$ cat src/hw/rtl/energy_detect_listen_before_talk_macros.svh
// Assertion macros shared by the energy detect RTL.
// Each macro expects clk and arst_n in scope.
`ifndef ENERGY_DETECT_LISTEN_BEFORE_TALK_MACROS_SVH
`define ENERGY_DETECT_LISTEN_BEFORE_TALK_MACROS_SVH

// Same-cycle implication, disabled during reset.
`define EDLBT_ASSERT_NOW(label, ante, cons, msg) \
	label: assert property (@(posedge clk) disable iff (!arst_n) (ante) |-> (cons)) \
		else $error(msg);

// Next-cycle implication, disabled during reset.
`define EDLBT_ASSERT_NEXT(label, ante, cons, msg) \
	label: assert property (@(posedge clk) disable iff (!arst_n) (ante) |=> (cons)) \
		else $error(msg);

`endif

$ cat src/hw/rtl/edlbt_pkg.sv
`default_nettype none
package edlbt_pkg;

	// Ring depth default
	localparam int WINDOW_DEF = 512;

	// Fixed field widths
	localparam int SAMPLE_W   = 16;
	localparam int POWER_W    = 32;
	localparam int SUM_W      = 41;
	localparam int FILL_OUT_W = 10;
	localparam int THR_W      = 32;
	localparam int LEN_W      = 16;
	localparam int MINFILL_W  = 10;
	localparam int CFG_IDX_W  = 2;
	localparam int CFG_DATA_W = 32;

	// Register reset values
	localparam logic [THR_W-1:0]     THR_RESET     = 32'd7;
	localparam logic [LEN_W-1:0]     LEN_RESET     = 16'd384;
	localparam logic [MINFILL_W-1:0] MINFILL_RESET = 10'd100;

	// Register indexes on the config port
	typedef enum logic [CFG_IDX_W-1:0] {
		REG_THRESHOLD = 2'd0,
		REG_SENSE_LEN = 2'd1,
		REG_MIN_FILL  = 2'd2
	} cfg_reg_t;

	// Input word
	typedef struct packed {
		logic signed [SAMPLE_W-1:0] sample_i;
		logic signed [SAMPLE_W-1:0] sample_q;
		logic                       start_sense;
	} sample_t;

	// Result word
	typedef struct packed {
		logic [SUM_W-1:0]      window_power_sum;
		logic [FILL_OUT_W-1:0] window_fill;
		logic                  busy_now;
		logic                  verdict_valid;
		logic                  link_free;
	} result_t;

	// Control into the sensing sequencer
	typedef struct packed {
		logic step;
		logic start;
		logic busy;
	} sense_ctl_t;

	// Verdict out of the sensing sequencer
	typedef struct packed {
		logic done;
		logic free;
	} verdict_t;

endpackage
`default_nettype wire

$ cat src/hw/rtl/edlbt_sense.sv
`default_nettype none
module edlbt_sense (
	input  wire logic                          clk,
	input  wire logic                          arst_n,
	input  wire edlbt_pkg::sense_ctl_t         ctl,
	input  wire logic [edlbt_pkg::LEN_W-1:0]   sense_len,
	output edlbt_pkg::verdict_t                verdict
);

	typedef enum logic {
		SENSE_IDLE,
		SENSE_RUN
	} sense_state_t;

	sense_state_t                  state_q;
	sense_state_t                  state_d;
	logic [edlbt_pkg::LEN_W-1:0]   elapsed_q;
	logic [edlbt_pkg::LEN_W-1:0]   elapsed_d;
	logic [edlbt_pkg::LEN_W-1:0]   len_eff;
	logic                          running;

	// Zero length counts as one sample
	assign len_eff = (sense_len == '0) ? edlbt_pkg::LEN_W'(1) : sense_len;

	// Start restarts the period with this word
	always_comb begin
		running   = ctl.start || (state_q == SENSE_RUN);
		elapsed_d = ctl.start ? '0 : elapsed_q;
		state_d   = running ? SENSE_RUN : SENSE_IDLE;
		verdict   = '0;
		if (running) begin
			elapsed_d = elapsed_d + 1'b1;
			if (ctl.busy) begin
				verdict.done = 1'b1;
				state_d      = SENSE_IDLE;
			end else if (elapsed_d >= len_eff) begin
				verdict.done = 1'b1;
				verdict.free = 1'b1;
				state_d      = SENSE_IDLE;
			end
		end
	end

	// Advance on each word that leaves for the result register
	always_ff @(posedge clk or negedge arst_n) begin
		if (!arst_n) begin
			state_q   <= SENSE_IDLE;
			elapsed_q <= '0;
		end else if (ctl.step) begin
			state_q   <= state_d;
			elapsed_q <= elapsed_d;
		end
	end

endmodule
`default_nettype wire

$ cat config.mk
export PLATFORM = sky130hd
export DESIGN_NAME = edlbt_sense
export DESIGN_NICKNAME = d
export VERILOG_FILES = /design/src/hw/rtl/energy_detect_listen_before_talk_macros.svh /design/src/hw/rtl/edlbt_pkg.sv /design/src/hw/rtl/edlbt_sense.sv
export SDC_FILE = /design/constraint.sdc
export NUM_CORES = 1
export LEC_CHECK = 0
export BUFFER_PORTS_ARGS = -buffer_cell sky130_fd_sc_hd__buf_2
export CAP_MARGIN = 20
export CORE_MARGIN = 1
export CORE_UTILIZATION = 51
export CTS_CLUSTER_DIAMETER = 80
export CTS_CLUSTER_SIZE = 20
export DETAILED_ROUTE_END_ITERATION = 16
export PLACE_DENSITY = 0.72
export SYNTH_ARGS = -nofsm -noshare
export SYNTH_HDL_FRONTEND = slang
export SYNTH_SLANG_ARGS = --single-unit
$ cat constraint.sdc
create_clock -name clk -period 4.44 [get_ports clk]
set_input_delay 0.888 -clock clk [delete_from_list [all_inputs] [get_ports clk]]
set_output_delay 0.888 -clock clk [all_outputs]
set_load 0.01 [all_outputs]
**Word level (Yosys, flattened, before mapping)**

Cells that the tools add are included.

- Register bits after elaboration: 17
- Input port bits: 21
- Output and inout bits: 2
- Logic and storage cells: 17

- Add/subtract/negate cells: 1
- $lt $le $gt $ge: 1
- Multiplexer cells: 11
- Reductions and logical operators: 2

Operators with widths:

| operator | count |
|---|---|
| $mux 16 | 3 |
| $add 16x1->16 const B | 1 |
| $ge 16x16->1 | 1 |
| $logic_not 16->1 | 1 |
| $mux 1 | 6 |
| $mux 2 | 2 |
| $logic_or 1x1->1 | 1 |

**Depth between registers and ports, before layout**

- Word-level depth: 6
- Depth in mapped cells: 14
- Gate-level depth less buffers: 13

**Worst setup path before layout**

No wires, ideal clock.

- Kind: input -> output
- From: input port ctl[1] in the netlist's numbering
- To: output port verdict[1] in the netlist's numbering
- Arrival: 3.535 ns
- Required time: 3.552 ns
- Slack: 0.017 ns
- Stages on the path: 14
- Path buffers: 1
- Cells stage by stage: clkbuf_1 nor2b_1 ha_1 nand2_1 nor3_1 and3_1 xnor2_1 nor2_1 ha_1 a21oi_1 nor2_1 a311o_1 or4_4 o22a_2

RTL lines:

| item | RTL line | source |
|---|---|---|
| start, declared | edlbt_sense.sv:5 | `input wire edlbt_pkg::sense_ctl_t ctl,` |
| end, declared | edlbt_sense.sv:7 | `output edlbt_pkg::verdict_t verdict` |

==> flow_summary.yaml <==
worst_setup_path:
  start_kind: "input port"
  critical_path.max_stage_delay_ns: 0.45
  critPathTopFamily: "simple AND/OR/NAND/NOR gates"
  worstPathCellList: "buf_12 > nand4b_1 > buf_4 > nor2_4 > nand3_2 > xor2_1 > nor2_1 > ha_1 > nand4_1 > nor2_1 > a311o_1 > or4_4 > o22a_2 > buf_6"
  r2r_slack_ns: 1.22
  reg2reg_depth: 12
  end_kind: "output port"
  cp.depth: 14
  worst-path-max-fanout: 8
  worst-path-buf-inv: 3
  timing_worst_setup_path_type: "in2out"
  crit_arrival_ns: 3.58
  crit_path_frequent_cell: "nor2_1"
  slowest_stage: "or4_4"
  worstPathRequired_ns: 3.55
routing:
  drt_iter0_markers: 67
  top_layer_used: "met4"
  drc: 1
  via_count: 1508
  wl_per_cell_um: 15.2
  wirelength_mm: 3.92
  wl_met1_mm: 1.66
  dr_wl_met2_mm: 2.01
  met3_length_um: 186
  ant_nets: 0
  vias_per_cell: 5.84
  first_pass_iters: 10
timing:
  relSlewSlack_pct: 70.4
  fmax_ghz: 0.224
  fin_ws_ns: -0.0299
  drv_slew: 0
  period_minus_slack_ns: 4.47
  tightest_slew_ns: 0.442
  period_share_pct: 101
  fin_hold_ws_ns: 0.488
  rsz0062_at_grt: "yes"
  finalHoldViolations: 0
  fin_skew_ns: 0.00680
  setup_viol: 2
cells_and_area:
  syn2layout_area_growth_pct: 23.7
  multiInputGateArea_um2: 1110
  utilization_pct: 68.6
  regArea_um2: 425
  design_area_um2: 1940
  num_antenna_cells: 0
  fillers: 222
  drive_above_1_share_pct: 29.1
  nets: 266
clock_network:
  cts_tree: "done"
  numCtsBuffers: 3
  ctsRootBufferMaster: "clkbuf_4"
  cts_sinks: 17
  postCtsHoldBufs: 0
  clk_path_buf_depth: 2
  clock_latency_ns: 0.31
  clk_pin_slew_ns: 0.11
  htreeDepth: 1
synth:
  synth-xor-area-share_pct: 7.81
  synth_flop_cell: "dfrtp_1"
  ys_ff_latch: 17
  syn_avg_cell_area_um2: 8.40
  muxShareOfSynthArea_pct: 6.69
  synth-simple-area-share_pct: 26.8
  synth_fa_ha_area_share_pct: 13.5
  synth_edf_count: 0
  mappedNetlistNets: 225
  yosysTopAreaCell: "dfrtp_1"
  synth-compound-area-share_pct: 12.6
  synth_top_family_by_area: "simple AND/OR/NAND/NOR gates"
  syn_inst: 187
  seq_area_frac_synth_pct: 27.1
  synth_top_area_share_pct: 27.1
  synthTopCellsByArea: "dfrtp_1 (27%), ha_1 (14%), xnor2_1 (5.6%), nor2_1 (5.5%), inv_1 (4.3%)"
  yosys_warnings: 0
  synth_area_um2: 1570
  postSynth.asyncResetShare_pct: 100
  yosysMostFrequentCell: "nor2_1"
  ys_types: 40
  synth_commonest_cells: "nor2_1 (23), inv_1 (18), dfrtp_1 (17), ha_1 (17), nand2_1 (15)"
global_route:
  grt_start_max_net_pins: 26
  grt_antenna_before_repair: 0
  grt_pass1_wl_mm: 6.42
  first_global_vias: 1434
  grt_usage_pct: 25.5
  grt_overflow_total: 0
worst_hold_path:
  hold_class: "in2async"
power_and_ir_drop:
  power.total_mw: 0.423
  powerDensity_nw_per_um2: 218
  power.leakage_nw: 0.943
  vdd_drop_max_uv: 176
die:
  die_h_um: 57.5
  core_um2: 2830
  die_area_um2: 3310
  num_rows: 19
  die_w_um: 57.5
  io-pin-count: 23
  start_util_pct: 55.5
run:
  drv_cap: 0
place:
  place_ws_ns: -0.0628
  gp_congestion: 0.860
  port_buffers: 22
  place_hpwl_mm: 3.02
  place_area_um2: 1820
status:
  status: "finished, violations left"
  violations: "DRC, setup timing"
-- timing repair --
item                                    4_1_cts  5_1_grt
pin swaps                                     3        2
buffers inserted                              1        2
endpoints found under the setup margin        2        2
gates resized for setup                       9       10
-- kinds of logic (layout without fill, tap and decap cells) --
logic type,Yosys count,after routing
adders and majority gates,17,17
and+or+nand+nor,81,81
DFF,17,17
xor gates and xnor gates,14,14
AOI/OAI and AO/OA,25,25
muxes,10,10
buffers and inverters,23,63
-- registers in the layout (all words and copies together), names as in the netlist --
signal and flops:
elapsed_q 16, state_q 1
-- area by class of cell --
class                           instances  share of cell area (%)
Clock buffer                            3                    1.16
Clock inverter                          1                   0.258
Inverter                               18                    3.48
Multi-Input combinational cell        147                    57.1
Sequential cell                        17                    21.9
Tap cell                               31                    2.00
Timing Repair Buffer                   41                    14.1
-- power breakdown --
| part | internal, mW | switching (mW) | leakage [nW] |
|---|---|---|---|
| registers | 0.169 | 0.0185 | 0.229 |
| logic | 0.0751 | 0.0712 | 0.696 |
| clock network | 0.0337 | 0.0559 | 0.0177 |
-- worst paths after layout --
path	endpoint	startpoint
hold / removal	elapsed_q[15]	arst_n
min in group clk	elapsed_q[4]	elapsed_q[4]
setup / recovery	verdict[1]	ctl[1]
setup reg to reg	state_q	elapsed_q[8]
hold reg to reg	elapsed_q[4]	elapsed_q[4]
max in group asynchronous	elapsed_q[8]	arst_n
-- placed cells by master (no fill, tap or decap), drive strengths merged, types with 2 or more instances in the layout --
master  instances
buf            41
nor2           23
inv            18
dfrtp          17
ha             17
nand2          15
xnor2          10
nand3           9
o21ai           7
nand4           6
mux2i           6
nand2b          5
xor2            4
a21oi           4
mux2            4
nor2b           4
nor4            4
nor3            4
o31ai           3
clkbuf          3
and3            3
o21a            2
or4             2
o22a            2
-- routing by layer --
layer	global-route usage, %	vias to the layer above
li1	-	746
met1	31.1	705
met2	45.5	51
met3	5.44	6
met4	5.92	0
met5	0	-
-- metrics by stage --
| step | instances | TNS [ns] |
|---|---|---|
| final | 258 | -0.0355 |
| after detailed placement | 251 | -0.122 |
| after floorplan | 187 | 0 |
| after global routing | 258 | -0.307 |
| after global placement | 251 | -0.0562 |
| after CTS | 256 | 0 |
No activity file was read; power rests on OpenSTA's default activity.
